## config.mk

```make
export PLATFORM = sky130hd
export DESIGN_NAME = animation_timeline_loop_tracker_core
export DESIGN_NICKNAME = d
export VERILOG_FILES = /design/src/design/atl_pkg.sv /design/src/design/atl_mdu.sv /design/src/design/animation_timeline_loop_tracker_core.sv
export SDC_FILE = /design/constraint.sdc
export NUM_CORES = 1
export LEC_CHECK = 0
export BUFFER_PORTS_ARGS = -buffer_cell sky130_fd_sc_hd__buf_2
export CORE_ASPECT_RATIO = 0.9
export CORE_UTILIZATION = 30
export CTS_CLUSTER_SIZE = 25
export DETAILED_ROUTE_END_ITERATION = 12
export GPL_ROUTABILITY_DRIVEN = 0
export SYNTH_ARGS = -nofsm -noshare
export SYNTH_HDL_FRONTEND = slang
export SYNTH_SLANG_ARGS = --single-unit
```

## constraint.sdc

```tcl
create_clock -name clk -period 5.6 [get_ports clk]
set_input_delay 0.28 -clock clk [delete_from_list [all_inputs] [get_ports clk]]
set_output_delay 0.28 -clock clk [all_outputs]
set_load 0.01 [all_outputs]
```

## src/design/atl_pkg.sv

```systemverilog
`timescale 1ns / 1ps
// Shared types and constants for the animation timeline loop tracker.
package atl_pkg;

    localparam int TIME_W  = 40;
    localparam int LEN_W   = 25;
    localparam int CNT_W   = 17;
    localparam int LOOP_W  = 16;
    localparam int DMAG_W  = 24;
    localparam int PROD_W  = TIME_W + CNT_W;
    localparam int STEP_W  = 6;

    localparam logic [STEP_W-1:0] MUL_STEPS = STEP_W'(CNT_W);
    localparam logic [STEP_W-1:0] DIV_STEPS = STEP_W'(TIME_W);

    localparam logic [2:0] KIND_SEEK   = 3'd0;
    localparam logic [2:0] KIND_START  = 3'd1;
    localparam logic [2:0] KIND_PAUSE  = 3'd2;
    localparam logic [2:0] KIND_RESUME = 3'd3;
    localparam logic [2:0] KIND_STOP   = 3'd4;

    localparam logic [1:0] RUN_STOPPED = 2'd0;
    localparam logic [1:0] RUN_PAUSED  = 2'd1;
    localparam logic [1:0] RUN_RUNNING = 2'd2;

    localparam logic [1:0] CFG_LOOP_LENGTH   = 2'd0;
    localparam logic [1:0] CFG_LOOP_TOTAL    = 2'd1;
    localparam logic [1:0] CFG_PLAY_BACKWARD = 2'd2;

    typedef enum logic {
        MDU_MUL,
        MDU_DIV
    } mdu_op_t;

endpackage

```

## src/design/atl_mdu.sv

```systemverilog
`timescale 1ns / 1ps
// Iterative multiply / divide unit built around one shared adder.
module atl_mdu
    import atl_pkg::*;
(
    input  logic                clk,
    input  logic                rst_n,
    input  logic                start,
    input  mdu_op_t             op,
    input  logic [TIME_W-1:0]   opa,
    input  logic [DMAG_W-1:0]   opb,
    output logic                done,
    output logic [PROD_W-1:0]   prod,
    output logic [TIME_W-1:0]   quot,
    output logic [DMAG_W-1:0]   rem
);

    logic [PROD_W-1:0] acc_reg;
    logic [TIME_W-1:0] sh_reg;
    logic [TIME_W-1:0] a_reg;
    logic [DMAG_W-1:0] b_reg;
    mdu_op_t           op_reg;
    logic [STEP_W-1:0] cnt_reg;
    logic              run_reg;
    logic              done_reg;

    logic [PROD_W-1:0] add_x;
    logic [PROD_W-1:0] add_y;
    logic              add_sub;
    logic [PROD_W:0]   add_sum;
    logic              ge;

    always_comb
    begin
        if (op_reg == MDU_MUL)
        begin
            add_x   = {acc_reg[PROD_W-2:0], 1'b0};
            add_y   = sh_reg[TIME_W-1] ? PROD_W'(a_reg) : '0;
            add_sub = 1'b0;
        end
        else
        begin
            add_x   = PROD_W'({acc_reg[DMAG_W-1:0], sh_reg[TIME_W-1]});
            add_y   = PROD_W'(b_reg);
            add_sub = 1'b1;
        end
        add_sum = {1'b0, add_x} + {1'b0, (add_sub ? ~add_y : add_y)} + (PROD_W+1)'(add_sub);
        ge      = add_sum[PROD_W];
    end

    always_ff @(posedge clk or negedge rst_n)
    begin
        if (!rst_n)
        begin
            acc_reg  <= '0;
            sh_reg   <= '0;
            a_reg    <= '0;
            b_reg    <= '0;
            op_reg   <= MDU_MUL;
            cnt_reg  <= '0;
            run_reg  <= 1'b0;
            done_reg <= 1'b0;
        end
        else
        begin
            done_reg <= !start && run_reg && (cnt_reg == STEP_W'(1));
            if (start)
            begin
                acc_reg <= '0;
                a_reg   <= opa;
                b_reg   <= opb;
                op_reg  <= op;
                run_reg <= 1'b1;
                if (op == MDU_MUL)
                begin
                    sh_reg  <= {opb[CNT_W-1:0], (TIME_W-CNT_W)'(0)};
                    cnt_reg <= MUL_STEPS;
                end
                else
                begin
                    sh_reg  <= opa;
                    cnt_reg <= DIV_STEPS;
                end
            end
            else if (run_reg)
            begin
                if (op_reg == MDU_MUL)
                begin
                    acc_reg <= add_sum[PROD_W-1:0];
                    sh_reg  <= {sh_reg[TIME_W-2:0], 1'b0};
                end
                else
                begin
                    acc_reg <= ge ? PROD_W'(add_sum[DMAG_W-1:0]) : PROD_W'(add_x[DMAG_W-1:0]);
                    sh_reg  <= {sh_reg[TIME_W-2:0], ge};
                end
                cnt_reg <= cnt_reg - STEP_W'(1);
                if (cnt_reg == STEP_W'(1))
                    run_reg <= 1'b0;
            end
        end
    end

    assign done = done_reg;
    assign prod = acc_reg;
    assign quot = sh_reg;
    assign rem  = acc_reg[DMAG_W-1:0];

endmodule

```

## src/design/animation_timeline_loop_tracker_core.sv

```systemverilog
`timescale 1ns / 1ps
// Looping animation timeline: run state, elapsed time, loop index and in-loop time.
// Pause, resume, refused and unknown items skip the multiply / divide unit, and so does stop,
// but for the forward end check time * (loop + 1) after the total (17-step multiplies).
// Seek, start from stopped: 17-step multiply, 40-step divide on the shared adder (none when the
// length is not positive), end check if the seek ends the run. A stall holds the next item.
// Reset: stopped, all times and loop index zero, loop length 0, loop count 1, forward.
module animation_timeline_loop_tracker_core
    import atl_pkg::*;
(
    input  logic                clk,
    input  logic                rst_n,
    input  logic                item_valid,
    output logic                item_stall,
    input  logic [2:0]          kind,
    input  logic [TIME_W-1:0]   seek_ms,
    output logic                result_valid,
    input  logic                result_stall,
    output logic [1:0]          run_state,
    output logic [LOOP_W-1:0]   loop_index,
    output logic [TIME_W-1:0]   loop_time_ms,
    output logic [TIME_W-1:0]   elapsed_ms,
    output logic                loop_changed,
    output logic                ended,
    output logic                ignored,
    input  logic                cfg_valid,
    output logic                cfg_ready,
    input  logic [1:0]          cfg_index,
    input  logic [LEN_W-1:0]    cfg_data
);

    typedef enum logic [3:0] {
        S_IDLE,
        S_TOT,
        S_TOT_W,
        S_SEEK,
        S_DIV_W,
        S_FIX,
        S_END,
        S_END_W,
        S_DONE
    } state_t;

    state_t              state_reg;
    logic [LEN_W-1:0]    len_reg;
    logic [CNT_W-1:0]    total_reg;
    logic                back_reg;
    logic [1:0]          run_reg;
    logic [TIME_W-1:0]   elapsed_reg;
    logic [LOOP_W-1:0]   loop_reg;
    logic [TIME_W-1:0]   ilt_reg;
    logic [2:0]          kind_reg;
    logic [TIME_W-1:0]   seek_reg;
    logic [TIME_W-1:0]   dn_reg;
    logic                lchg_reg;
    logic                endd_reg;
    logic                ign_reg;

    logic                res_valid_reg;
    logic [1:0]          res_run_reg;
    logic [LOOP_W-1:0]   res_loop_reg;
    logic [TIME_W-1:0]   res_ilt_reg;
    logic [TIME_W-1:0]   res_elapsed_reg;
    logic                res_lchg_reg;
    logic                res_endd_reg;
    logic                res_ign_reg;

    logic                d_undef;
    logic                d_zero;
    logic                d_pos;
    logic [DMAG_W-1:0]   d_mag;
    logic                n_neg;
    logic                n_zero;
    logic [LOOP_W-1:0]   n_mag;
    logic                has_lim;
    logic [TIME_W-1:0]   m_arg;
    logic [TIME_W-1:0]   m_clamp;

    logic [TIME_W-1:0]   q_raw;
    logic [TIME_W-1:0]   fix_q;
    logic [TIME_W-1:0]   fix_t;
    logic [LOOP_W-1:0]   q_sat;
    logic                hit;
    logic                stop_hit;

    logic                cmd_ign;
    logic                cmd_endd;
    logic [1:0]          cmd_run;
    state_t              cmd_state;

    logic                mdu_start;
    mdu_op_t             mdu_op;
    logic [TIME_W-1:0]   mdu_a;
    logic [DMAG_W-1:0]   mdu_b;
    logic                mdu_done;
    logic [PROD_W-1:0]   mdu_prod;
    logic [TIME_W-1:0]   mdu_quot;
    logic [DMAG_W-1:0]   mdu_rem;

    assign d_undef = len_reg[LEN_W-1];
    assign d_zero  = (len_reg == '0);
    assign d_pos   = !d_undef && !d_zero;
    assign d_mag   = len_reg[DMAG_W-1:0];
    assign n_neg   = total_reg[CNT_W-1];
    assign n_zero  = (total_reg == '0);
    assign n_mag   = total_reg[LOOP_W-1:0];
    assign has_lim = !d_undef && !(d_pos && n_neg);

    always_comb
    begin
        if (kind_reg == KIND_SEEK)
            m_arg = seek_reg;
        else if (back_reg && d_pos)
            m_arg = n_neg ? TIME_W'(d_mag) : dn_reg;
        else
            m_arg = '0;
        m_clamp = (has_lim && (dn_reg < m_arg)) ? dn_reg : m_arg;
    end

    always_comb
    begin
        q_raw = d_pos ? mdu_quot : '0;
        hit   = !n_neg && (q_raw == TIME_W'(n_mag));
        fix_q = q_raw;
        if (hit)
        begin
            fix_t = d_pos ? TIME_W'(d_mag) : '0;
            fix_q = (n_mag != '0) ? TIME_W'(n_mag - LOOP_W'(1)) : '0;
        end
        else if (!back_reg)
            fix_t = d_pos ? TIME_W'(mdu_rem) : elapsed_reg;
        else if (!d_pos)
            fix_t = elapsed_reg;
        else if (elapsed_reg == '0)
            fix_t = '0;
        else if (mdu_rem == '0)
        begin
            fix_t = TIME_W'(d_mag);
            fix_q = q_raw - TIME_W'(1);
        end
        else
            fix_t = TIME_W'(mdu_rem);
        q_sat    = (fix_q > TIME_W'({LOOP_W{1'b1}})) ? {LOOP_W{1'b1}} : fix_q[LOOP_W-1:0];
        stop_hit = (!back_reg && has_lim && (elapsed_reg == dn_reg))
                || (back_reg && (elapsed_reg == '0));
    end

    // decode of an incoming command against the current run state
    always_comb
    begin
        cmd_ign   = 1'b0;
        cmd_endd  = 1'b0;
        cmd_run   = run_reg;
        cmd_state = S_DONE;
        case (kind)
            KIND_SEEK:
            begin
                cmd_state = S_TOT;
            end
            KIND_START:
            begin
                if (run_reg == RUN_RUNNING || n_zero)
                    cmd_ign = 1'b1;
                else
                begin
                    cmd_run = RUN_RUNNING;
                    if (run_reg == RUN_STOPPED)
                        cmd_state = S_TOT;
                end
            end
            KIND_PAUSE:
            begin
                if (run_reg != RUN_RUNNING || n_zero)
                    cmd_ign = 1'b1;
                else
                    cmd_run = RUN_PAUSED;
            end
            KIND_RESUME:
            begin
                if (run_reg != RUN_PAUSED || n_zero)
                    cmd_ign = 1'b1;
                else
                    cmd_run = RUN_RUNNING;
            end
            KIND_STOP:
            begin
                if (run_reg == RUN_STOPPED || n_zero)
                    cmd_ign = 1'b1;
                else if (d_undef || n_neg)
                begin
                    cmd_endd = 1'b1;
                    cmd_run  = RUN_STOPPED;
                end
                else if (back_reg)
                begin
                    cmd_endd = (ilt_reg == '0);
                    cmd_run  = RUN_STOPPED;
                end
                else
                    cmd_state = S_TOT;
            end
            default:
            begin
                cmd_ign = 1'b1;
            end
        endcase
    end

    always_comb
    begin
        mdu_start = 1'b0;
        mdu_op    = MDU_MUL;
        mdu_a     = TIME_W'(d_mag);
        mdu_b     = DMAG_W'(n_mag);
        case (state_reg)
            S_TOT:
            begin
                mdu_start = 1'b1;
            end
            S_SEEK:
            begin
                mdu_start = d_pos;
                mdu_op    = MDU_DIV;
                mdu_a     = m_clamp;
                mdu_b     = d_mag;
            end
            S_END:
            begin
                mdu_start = 1'b1;
                mdu_a     = ilt_reg;
                mdu_b     = DMAG_W'({1'b0, loop_reg} + CNT_W'(1));
            end
            default:
            begin
                mdu_start = 1'b0;
            end
        endcase
    end

    atl_mdu u_mdu (
        .clk   (clk),
        .rst_n (rst_n),
        .start (mdu_start),
        .op    (mdu_op),
        .opa   (mdu_a),
        .opb   (mdu_b),
        .done  (mdu_done),
        .prod  (mdu_prod),
        .quot  (mdu_quot),
        .rem   (mdu_rem)
    );

    always_ff @(posedge clk or negedge rst_n)
    begin
        if (!rst_n)
        begin
            state_reg       <= S_IDLE;
            len_reg         <= '0;
            total_reg       <= CNT_W'(1);
            back_reg        <= 1'b0;
            run_reg         <= RUN_STOPPED;
            elapsed_reg     <= '0;
            loop_reg        <= '0;
            ilt_reg         <= '0;
            kind_reg        <= KIND_SEEK;
            seek_reg        <= '0;
            dn_reg          <= '0;
            lchg_reg        <= 1'b0;
            endd_reg        <= 1'b0;
            ign_reg         <= 1'b0;
            res_valid_reg   <= 1'b0;
            res_run_reg     <= RUN_STOPPED;
            res_loop_reg    <= '0;
            res_ilt_reg     <= '0;
            res_elapsed_reg <= '0;
            res_lchg_reg    <= 1'b0;
            res_endd_reg    <= 1'b0;
            res_ign_reg     <= 1'b0;
        end
        else
        begin
            if (res_valid_reg && !result_stall && state_reg != S_DONE)
                res_valid_reg <= 1'b0;

            if (cfg_valid)
            begin
                case (cfg_index)
                    CFG_LOOP_LENGTH:   len_reg   <= cfg_data;
                    CFG_LOOP_TOTAL:    total_reg <= cfg_data[CNT_W-1:0];
                    CFG_PLAY_BACKWARD: back_reg  <= cfg_data[0];
                    default:           ;
                endcase
            end

            case (state_reg)
                S_IDLE:
                begin
                    if (item_valid)
                    begin
                        kind_reg  <= kind;
                        seek_reg  <= seek_ms;
                        lchg_reg  <= 1'b0;
                        endd_reg  <= cmd_endd;
                        ign_reg   <= cmd_ign;
                        run_reg   <= cmd_run;
                        state_reg <= cmd_state;
                    end
                end
                S_TOT:
                begin
                    state_reg <= S_TOT_W;
                end
                S_TOT_W:
                begin
                    if (mdu_done)
                    begin
                        dn_reg    <= mdu_prod[TIME_W-1:0];
                        state_reg <= (kind_reg == KIND_STOP) ? S_END : S_SEEK;
                    end
                end
                S_SEEK:
                begin
                    elapsed_reg <= m_clamp;
                    state_reg   <= d_pos ? S_DIV_W : S_FIX;
                end
                S_DIV_W:
                begin
                    if (mdu_done)
                        state_reg <= S_FIX;
                end
                S_FIX:
                begin
                    ilt_reg   <= fix_t;
                    loop_reg  <= q_sat;
                    lchg_reg  <= (q_sat != loop_reg);
                    if (stop_hit && run_reg != RUN_STOPPED && !n_zero)
                    begin
                        if (d_undef || n_neg)
                        begin
                            endd_reg  <= 1'b1;
                            run_reg   <= RUN_STOPPED;
                            state_reg <= S_DONE;
                        end
                        else if (!back_reg)
                            state_reg <= S_END;
                        else
                        begin
                            endd_reg  <= (fix_t == '0);
                            run_reg   <= RUN_STOPPED;
                            state_reg <= S_DONE;
                        end
                    end
                    else
                        state_reg <= S_DONE;
                end
                S_END:
                begin
                    state_reg <= S_END_W;
                end
                S_END_W:
                begin
                    if (mdu_done)
                    begin
                        endd_reg  <= (mdu_prod == PROD_W'(dn_reg));
                        run_reg   <= RUN_STOPPED;
                        state_reg <= S_DONE;
                    end
                end
                S_DONE:
                begin
                    if (!res_valid_reg || !result_stall)
                    begin
                        res_valid_reg   <= 1'b1;
                        res_run_reg     <= run_reg;
                        res_loop_reg    <= loop_reg;
                        res_ilt_reg     <= ilt_reg;
                        res_elapsed_reg <= elapsed_reg;
                        res_lchg_reg    <= lchg_reg;
                        res_endd_reg    <= endd_reg;
                        res_ign_reg     <= ign_reg;
                        state_reg       <= S_IDLE;
                    end
                end
                default:
                begin
                    state_reg <= S_IDLE;
                end
            endcase
        end
    end

    assign item_stall   = (state_reg != S_IDLE);
    assign cfg_ready    = 1'b1;
    assign result_valid = res_valid_reg;
    assign run_state    = res_run_reg;
    assign loop_index   = res_loop_reg;
    assign loop_time_ms = res_ilt_reg;
    assign elapsed_ms   = res_elapsed_reg;
    assign loop_changed = res_lchg_reg;
    assign ended        = res_endd_reg;
    assign ignored      = res_ign_reg;

endmodule

```

After elaboration in Yosys (flattened, before gate mapping)
Cells that the tools add are included.
{"block": "totals", "out_inout_bits": 104, "latchBits": 0, "mem_count": 0, "mem_bits_rw": 0, "reg_bits": 503, "romBits": 0}
{"block": "classes", "n_mul": 0, "n_eq_ne": 36, "addsub": 6, "n_shift": 0, "n_lt_le_gt_ge": 2, "n_reduce_logical": 59, "bitwise_logic": 1, "n_div": 0, "muxes": 90}
{"op": "40-bit two-way mux", "count": 19}
{"op": "57-bit two-way mux", "count": 6}
{"op": "40-bit logical NOT", "count": 3}
{"op": "24-bit two-way mux", "count": 4}
{"op": "40-bit one-hot mux with 2 select lines", "count": 1}
{"op": "57-bit by 57-bit adder with 58-bit output", "count": 1}
{"op": "58-bit by 1-bit adder with 58-bit output", "count": 1}
{"op": "57-bit by 40-bit == test with 1-bit output", "count": 1}
{"op": "57-bit inverter", "count": 1}
{"op": "4-bit two-way mux", "count": 13}
{"op": "24-bit one-hot mux with 2 select lines", "count": 1}
{"op": "40-bit by 16-bit == test with 1-bit output", "count": 1}
{"op": "40-bit == test", "count": 1}
{"op": "40-bit by 16-bit > comparator with 1-bit output, second input constant", "count": 1}
{"op": "40-bit less-than comparator", "count": 1}
{"op": "40-bit by 1-bit subtractor with 40-bit output, second input constant", "count": 1}
{"op": "4-bit one-hot mux with 9 select lines", "count": 1}
{"op": "25-bit logical NOT", "count": 1}
{"op": "24-bit logical NOT", "count": 1}
{"op": "1-bit two-way mux", "count": 24}
{"op": "2-bit two-way mux", "count": 9}
{"op": "6-bit two-way mux", "count": 3}
{"op": "16-bit by 1-bit adder with 17-bit output, second input constant", "count": 1}
{"op": "17-bit logical NOT", "count": 1}
{"op": "other kinds (40)", "count": 97}

Depth between registers and ports, before layout
{"block": "logic_depth", "ltp_word": 14, "depth_mapped": 26}

Cells and area by module
From an unflattened synthesis, not the netlist that was laid out.
{"block": "hier_totals", "cells_unflattened": 3254, "hier_area_um2": 30834.6}
{"module": "animation_timeline_loop_tracker_core", "area_each_um2": 20174.3, "instances": 1, "cells_each": 2112}
{"module": "atl_mdu", "area_each_um2": 10660.2, "instances": 1, "cells_each": 1142}

Worst setup path after synthesis
Ideal clock, no wire load.
{"block": "synth_timing", "path_kind": "reg-to-reg", "startpoint": "reg len_reg[23]", "endpoint": "reg u_mdu.a_reg[33]", "setup_time_ns": 0.065, "path_buffers": 7, "slack_ns": 0.339, "synth_period_minus_slack_ns": 5.261, "arrival_time_ns": 5.196, "stages_incl_launch_ff": 26, "path_cell_list": "dfrtp_1 -> nor4_1 -> and3_1 -> clkbuf_1 -> a31oi_1 -> buf_2 -> buf_2 -> buf_2 -> nand3b_1 -> nor2_1 -> clkbuf_1 -> a22oi_1 -> ha_1 -> a21o_1 -> a21o_1 -> a21o_1 -> a21o_1 -> a21o_1 -> a21o_1 -> a211o_1 -> a21oi_1 -> nand2_1 -> buf_2 -> buf_2 -> a211oi_1 -> o22a_1"}
{"block": "synth_via", "elab_chain_cells": 10, "word_cells_on_any_way": 15, "cone_classes": "order compare (1); mux (6); reduce/logical (8)"}
{"element": "from (decl)", "line_no": "animation_timeline_loop_tracker_core.sv:45", "source": "logic [LEN_W-1:0] len_reg;"}
{"element": "from (signal assigned)", "line_no": "animation_timeline_loop_tracker_core.sv:288", "source": "CFG_LOOP_LENGTH: len_reg <= cfg_data;"}
{"element": "25-bit logical NOT", "line_no": "animation_timeline_loop_tracker_core.sv:101", "source": "assign d_zero = (len_reg == '0);"}
{"element": "1-bit logical NOT", "line_no": "animation_timeline_loop_tracker_core.sv:102", "source": "assign d_pos = !d_undef && !d_zero;"}
{"element": "1-bit logical AND", "line_no": "animation_timeline_loop_tracker_core.sv:102"}
{"element": "1-bit logical AND", "line_no": "animation_timeline_loop_tracker_core.sv:113", "source": "else if (back_reg && d_pos)"}
{"element": "40-bit two-way mux", "line_no": "animation_timeline_loop_tracker_core.sv:113"}
{"element": "40-bit two-way mux", "line_no": "animation_timeline_loop_tracker_core.sv:111", "source": "if (kind_reg == KIND_SEEK)"}
{"element": "40-bit less-than comparator", "line_no": "animation_timeline_loop_tracker_core.sv:117", "source": "m_clamp = (has_lim && (dn_reg < m_arg)) ? dn_reg : m_arg;"}
{"element": "1-bit logical AND", "line_no": "animation_timeline_loop_tracker_core.sv:117"}
{"element": "40-bit two-way mux", "line_no": "animation_timeline_loop_tracker_core.sv:117"}
{"element": "40-bit one-hot mux with 2 select lines", "line_no": "animation_timeline_loop_tracker_core.sv:215", "source": "case (state_reg)"}
{"element": "to (signal assigned)", "line_no": "atl_mdu.sv:70", "source": "a_reg <= opa;"}
{"element": "to (decl)", "line_no": "atl_mdu.sv:20", "source": "logic [TIME_W-1:0] a_reg;"}
Several ways; a longest one is shown, not always the timed one.
A chain may end at the register's enable or synchronous reset.

Final worst setup path
{"block": "layout_timing", "startpoint": "reg u_mdu.sh_reg[28] (netlist: u_mdu.quot[28])", "endpoint": "reg endd_reg"}
{"block": "layout_via", "elab_chain_cells": 9}
{"element": "from (decl)", "line_no": "atl_mdu.sv:19", "source": "logic [TIME_W-1:0] sh_reg;"}
{"element": "from (signal assigned)", "line_no": "atl_mdu.sv:76", "source": "sh_reg <= {opb[CNT_W-1:0], (TIME_W-CNT_W)'(0)};"}
{"element": "from (signal assigned)", "line_no": "atl_mdu.sv:81", "source": "sh_reg <= opa;"}
{"element": "from (signal assigned)", "line_no": "atl_mdu.sv:90", "source": "sh_reg <= {sh_reg[TIME_W-2:0], 1'b0};"}
{"element": "40-bit two-way mux", "line_no": "animation_timeline_loop_tracker_core.sv:122", "source": "q_raw = d_pos ? mdu_quot : '0;"}
{"element": "40-bit by 16-bit == test with 1-bit output", "line_no": "animation_timeline_loop_tracker_core.sv:123", "source": "hit = !n_neg && (q_raw == TIME_W'(n_mag));"}
{"element": "1-bit logical AND", "line_no": "animation_timeline_loop_tracker_core.sv:123"}
{"element": "40-bit two-way mux", "line_no": "animation_timeline_loop_tracker_core.sv:125", "source": "if (hit)"}
{"element": "40-bit logical NOT", "line_no": "animation_timeline_loop_tracker_core.sv:348", "source": "endd_reg <= (fix_t == '0);"}
{"element": "1-bit two-way mux", "line_no": "animation_timeline_loop_tracker_core.sv:344", "source": "else if (!back_reg)"}
{"element": "1-bit two-way mux", "line_no": "animation_timeline_loop_tracker_core.sv:338", "source": "if (d_undef || n_neg)"}
{"element": "1-bit two-way mux", "line_no": "animation_timeline_loop_tracker_core.sv:336", "source": "if (stop_hit && run_reg != RUN_STOPPED && !n_zero)"}
{"element": "1-bit one-hot mux with 3 select lines", "line_no": "animation_timeline_loop_tracker_core.sv:295", "source": "case (state_reg)"}
{"element": "to (signal assigned)", "line_no": "animation_timeline_loop_tracker_core.sv:303", "source": "endd_reg <= cmd_endd;"}
{"element": "to (signal assigned)", "line_no": "animation_timeline_loop_tracker_core.sv:348"}
{"element": "to (signal assigned)", "line_no": "animation_timeline_loop_tracker_core.sv:364", "source": "endd_reg <= (mdu_prod == PROD_W'(dn_reg));"}
{"element": "to (decl)", "line_no": "animation_timeline_loop_tracker_core.sv:56", "source": "logic endd_reg;"}
No other way between the ends. The select of a mux whose other input is x is not followed.

==> report_table.html <==
<table>
<tr><th>Metric</th><th>Value</th></tr>
<tr><th colspan="2">Floorplanning</th></tr>
<tr><td>Placeable core region</td><td>98,500 um2</td></tr>
<tr><td>Core Rows</td><td>109</td></tr>
<tr><td>Effective utilization at floorplan</td><td>0.304</td></tr>
<tr><td>Die area</td><td>101,000 um2</td></tr>
<tr><td>Number of ports placed on the die boundary</td><td>179</td></tr>
<tr><td>Die width</td><td>335 um</td></tr>
<tr><td>Vertical die dimension</td><td>302 um</td></tr>
<tr><th colspan="2">Finish</th></tr>
<tr><td>Fraction of final layout cells with drive strength greater than 1</td><td>0.200</td></tr>
<tr><td>Number of flip-flops in the largest register</td><td>57</td></tr>
<tr><td>Leading cell type in the layout, fill and taps excluded</td><td>dfrtp_1</td></tr>
<tr><td>Filler cells</td><td>10,100</td></tr>
<tr><td>Multi-input combinational cell area</td><td>16,400 um2</td></tr>
<tr><td>Nets</td><td>3,564</td></tr>
<tr><td>FF/Latch Area</td><td>12,600 um2</td></tr>
<tr><td>Highest-count cells in the layout ignoring fill and taps</td><td>dfrtp_1 (500), nand2_1 (382), a21oi_1 (263)</td></tr>
<tr><td>Area growth from synthesis to layout</td><td>17.5%</td></tr>
<tr><th colspan="2">STA</th></tr>
<tr><td>Final setup violating endpoints</td><td>0</td></tr>
<tr><td>Final clock period utilization by the worst path</td><td>0.986</td></tr>
<tr><td>Clock period minus worst slack</td><td>5.52 ns</td></tr>
<tr><td>Final setup slack of the worst path</td><td>0.0774 ns</td></tr>
<tr><td>Maximum clock skew at final layout</td><td>0.0672 ns</td></tr>
<tr><td>Fin. Hold Viols</td><td>0</td></tr>
<tr><td>Total negative slack</td><td>0 ns</td></tr>
<tr><td>Count of pins over their slew limit</td><td>0</td></tr>
<tr><td>Unrepaired setup endpoints after global routing</td><td>no</td></tr>
<tr><td>Slew Limit Headroom</td><td>0.0957</td></tr>
<tr><td>Final hold slack</td><td>0.0400 ns</td></tr>
<tr><td>Maximum clock frequency</td><td>181 MHz</td></tr>
<tr><td>Worst slew pin tran</td><td>1.34 ns</td></tr>
<tr><th colspan="2">Logic synthesis</th></tr>
<tr><td>Largest area contributor in the netlist</td><td>dfrtp_1</td></tr>
<tr><td>Top-area cell type share of the netlist area</td><td>0.420</td></tr>
<tr><td>Cell types occupying the most area after synthesis</td><td>dfrtp_1 (42%), mux2_2 (9.4%), nand2_1 (4.8%)</td></tr>
<tr><td>Number of warnings reported in the yosys synthesis log</td><td>0</td></tr>
<tr><td>Number of enable-type register cells in the synthesized netlist</td><td>0</td></tr>
<tr><td>Number of synthesized register bits</td><td>503</td></tr>
<tr><td>Mapped Area</td><td>29,900 um2</td></tr>
<tr><td>Avg Cell Area, Syn</td><td>9.31 um2</td></tr>
<tr><td>Cells after Synth</td><td>3,211</td></tr>
<tr><td>Post-synthesis cell type count</td><td>98</td></tr>
<tr><td>Sequential share of the synthesized area</td><td>0.421</td></tr>
<tr><td>Syn Nets</td><td>3,369</td></tr>
<tr><td>Most frequently used flop master after synthesis</td><td>dfrtp_1</td></tr>
<tr><td>Async SR Flop Fraction</td><td>1.00</td></tr>
<tr><th colspan="2">Clock tree</th></tr>
<tr><td>Number of buffers added by the clock tree synthesis step</td><td>54</td></tr>
<tr><td>H-tree level count</td><td>2</td></tr>
<tr><td>TritonCTS clock tree</td><td>yes</td></tr>
<tr><td>Clock transition at the register clock pins on the worst setup and hold paths after CTS</td><td>0.07 ns</td></tr>
<tr><td>Cell at the root of the clock tree</td><td>clkbuf_16</td></tr>
<tr><td>Worst skew pair latency</td><td>0.65 ns</td></tr>
<tr><td>Clk sink count</td><td>503</td></tr>
<tr><td>Number of buffers on the longest clock path</td><td>3</td></tr>
<tr><td>Post-CTS Setup Inserts</td><td>0</td></tr>
<tr><th colspan="2">Critical path</th></tr>
<tr><td>Register-to-register setup slack</td><td>0.08 ns</td></tr>
<tr><td>Critical path, cell by cell</td><td>nor3_1, nand3_1, a2111oi_0, mux2_2, o2111ai_2, nor2_2, nor2_1, a22oi_1, o2111a_1, nand3_1, a31oi_1, o32a_1</td></tr>
<tr><td>Most frequent cell on the critical path</td><td>nand3_1</td></tr>
<tr><td>Reg-to-reg startpoint</td><td>u_mdu.quot[28]$_DFFE_PN0P_</td></tr>
<tr><td>Terminus of the critical flop-to-flop path</td><td>endd_reg$_DFFE_PN0P_</td></tr>
<tr><td>Category of the most critical setup path</td><td>flop to flop</td></tr>
<tr><td>Cell type of the slowest stage on the worst timing path</td><td>a2111oi_0</td></tr>
<tr><td>Delay contributed by the slowest stage of the critical path</td><td>0.70 ns</td></tr>
<tr><td>Number of cells on the worst reg-to-reg path</td><td>12</td></tr>
<tr><td>Setup crit start kind</td><td>flop</td></tr>
<tr><td>WP buf/inv</td><td>0</td></tr>
<tr><td>Data required time of the critical path</td><td>6.13 ns</td></tr>
<tr><td>Top delay family on crit path</td><td>compound AO/OA/AOI/OAI gates</td></tr>
<tr><td>Arr. time, crit path</td><td>6.05 ns</td></tr>
<tr><td>Maximum net fanout on the critical path</td><td>10</td></tr>
<tr><td>Kind of capture point of the worst setup path</td><td>flop</td></tr>
<tr><th colspan="2">Drt</th></tr>
<tr><td>Post-detailed-routing wire length</td><td>124,000 um</td></tr>
<tr><td>DR DRC count</td><td>0</td></tr>
<tr><td>Average vias per placed instance</td><td>5.80</td></tr>
<tr><td>Average wire per cell in the routed design</td><td>26.0 um</td></tr>
<tr><td>DRT Pass-1 Iters</td><td>6</td></tr>
<tr><td>Final antenna-violating net count</td><td>0</td></tr>
<tr><td>Via total after detailed routing</td><td>27,700</td></tr>
<tr><td>Violation count after the first detailed-route iteration</td><td>4,094</td></tr>
<tr><th colspan="2">Power</th></tr>
<tr><td>Share of total power in the clock network</td><td>0.159</td></tr>
<tr><td>Maximum vdd ir drop</td><td>0.376 mV</td></tr>
<tr><td>Switching Fraction</td><td>0.489</td></tr>
<tr><td>Combinational share of power</td><td>0.539</td></tr>
<tr><td>Reported leakage power</td><td>0.0163 uW</td></tr>
<tr><td>Net Switching</td><td>11,500 uW</td></tr>
<tr><td>Internal Dissipation</td><td>12,000 uW</td></tr>
<tr><td>Seq pwr share</td><td>0.302</td></tr>
<tr><td>P per Cell Area</td><td>668 nW/um2</td></tr>
<tr><th colspan="2">Worst hold path</th></tr>
<tr><td>Endpoint of the worst hold path</td><td>total_reg[15]$_DFFE_PN0P_</td></tr>
<tr><td>Hold Path Class</td><td>input port to flop</td></tr>
<tr><td>Start point of the worst hold path</td><td>cfg_data[15]</td></tr>
<tr><td>Worst Hold Path Cells</td><td>2</td></tr>
<tr><th colspan="2">Placement</th></tr>
<tr><td>Port Buffers</td><td>177</td></tr>
<tr><td>Half-perimeter wire length after placement</td><td>92,600 um</td></tr>
<tr><td>Worst slack, placed</td><td>0.460 ns</td></tr>
<tr><th colspan="2">Global routing</th></tr>
<tr><td>Global-route wire length before repair</td><td>180,000 um</td></tr>
<tr><td>Number of global-route vias before repair</td><td>25,800</td></tr>
<tr><td>Initial antenna violation count</td><td>6</td></tr>
<tr><td>Maximum number of pins on one net before global-route repair</td><td>111</td></tr>
<tr><td>Global-route usage over all layers</td><td>0.241</td></tr>
<tr><td>Residual overflow from global routing</td><td>0</td></tr>
<tr><th colspan="2">Flow run</th></tr>
<tr><td>Number of violations of the max-capacitance limit</td><td>0</td></tr>
<tr><th colspan="2">Run status</th></tr>
<tr><td>Result of the run</td><td>finished clean</td></tr>
</table>
-- cell type report --
type                       instances  share of cell area
multi-input combinational       2440               0.466
sequential                       503               0.358
timing repair buffer             365              0.0721
tap                             1332              0.0474
clock buffer                      77              0.0440
clock inverter                    20             0.00769
inverter                          42             0.00449
antenna                            4            0.000285
-- per-layer routing --
metal  vias to the layer above  wire length (um)  track usage
met1                     13600             51100        0.330
li1                      12100                 -            -
met4                         2              6600        0.109
met2                      1720             50600        0.342
met3                       336             15800       0.0758
met5                         -                 8            0
-- timing repair --
item | CTS | global route
hold buffers | 65 | 0
resized for setup | 0 | 1
endpoints found under the setup margin | 0 | 1
hold endpoints to repair | 148 | 0
-- cell families after synthesis --
| family | share of synthesized area |
|---|---|
| buf+inv | 0.0356 |
| compound gates | 0.186 |
| mux | 0.111 |
| flops | 0.421 |
| fa+ha+maj | 0.0350 |
| xor+xnor | 0.0483 |
| other cells | 0.000125 |
| simple gates | 0.163 |
-- Yosys cell counts, types with 22 or more instances --
library cell  count
nand2b_1         22
nand4_1          37
a211o_1          29
dfrtp_1         502
mux2i_1          49
ha_1             82
o21ai_0         212
clkbuf_1        178
nand2_1         385
nor2b_1          29
nor2_1          238
and3_1           26
a31oi_1          46
xnor2_1          57
a221oi_1         31
buf_1            22
nand3_1          64
mux2_2          249
a22oi_1          29
nor3_1           52
a21oi_1         263
xor2_1          108
a21o_1           50
or3_1            31
inv_1            41
o211ai_1         26
nor4_1           70
-- worst reg2reg max path, cell delays in order, from the launching register on --
cell,delay (ns)
dfrtp_1,0.59
nor3_1,0.68
nand3_1,0.36
a2111oi_0,0.70
mux2_2,0.31
o2111ai_2,0.23
nor2_2,0.40
nor2_1,0.28
a22oi_1,0.54
o2111a_1,0.27
nand3_1,0.14
a31oi_1,0.66
o32a_1,0.25
-- power groups by stage --
stage / Combinational, uW / Sequential [uW] / Clock [uW]
after global routing: 13600 / 7120 / 3930
after detailed placement: 12100 / 6990 / 0
final: 12600 / 7090 / 3740
after global placement: 12000 / 6990 / 0
after CTS: 12200 / 6940 / 3780
after floorplan: 8500 / 5970 / 0
-- how the worst max path moves through the flow --
| stage | from | endpoint | slack, ns | depth (start not counted) |
|---|---|---|---|---|
| finish | u_mdu.quot[28]$_DFFE_PN0P_ | endd_reg$_DFFE_PN0P_ | 0.08 | 12 |
| global route | u_mdu.quot[28]$_DFFE_PN0P_ | endd_reg$_DFFE_PN0P_ | 0.14 | 12 |
| CTS | u_mdu.quot[26]$_DFFE_PN0P_ | endd_reg$_DFFE_PN0P_ | 0.40 | 12 |
| detailed placement | u_mdu.quot[26]$_DFFE_PN0P_ | endd_reg$_DFFE_PN0P_ | 0.46 | 12 |
| global placement | u_mdu.quot[26]$_DFFE_PN0P_ | endd_reg$_DFFE_PN0P_ | 0.51 | 12 |
| floorplan | len_reg[23]$_DFFE_PN0P_ | u_mdu.a_reg[33]$_DFFE_PN0P_ | 0.34 | 25 |
-- through the flow --
stage / instance area, um2 / utilization / instances / power, uW
2_1_floorplan: 29900 / - / 3211 / 14500
3_3_place_gp: 32700 / 0.332 / 4617 / 19000
3_5_place_dp: 32700 / 0.332 / 4617 / 19100
4_1_cts: 35100 / 0.357 / 4779 / 23000
5_1_grt: 35100 / 0.357 / 4779 / 24600
6_report: 35100 / 0.357 / 4783 / 23500
(Power assumes the default switching activity.)
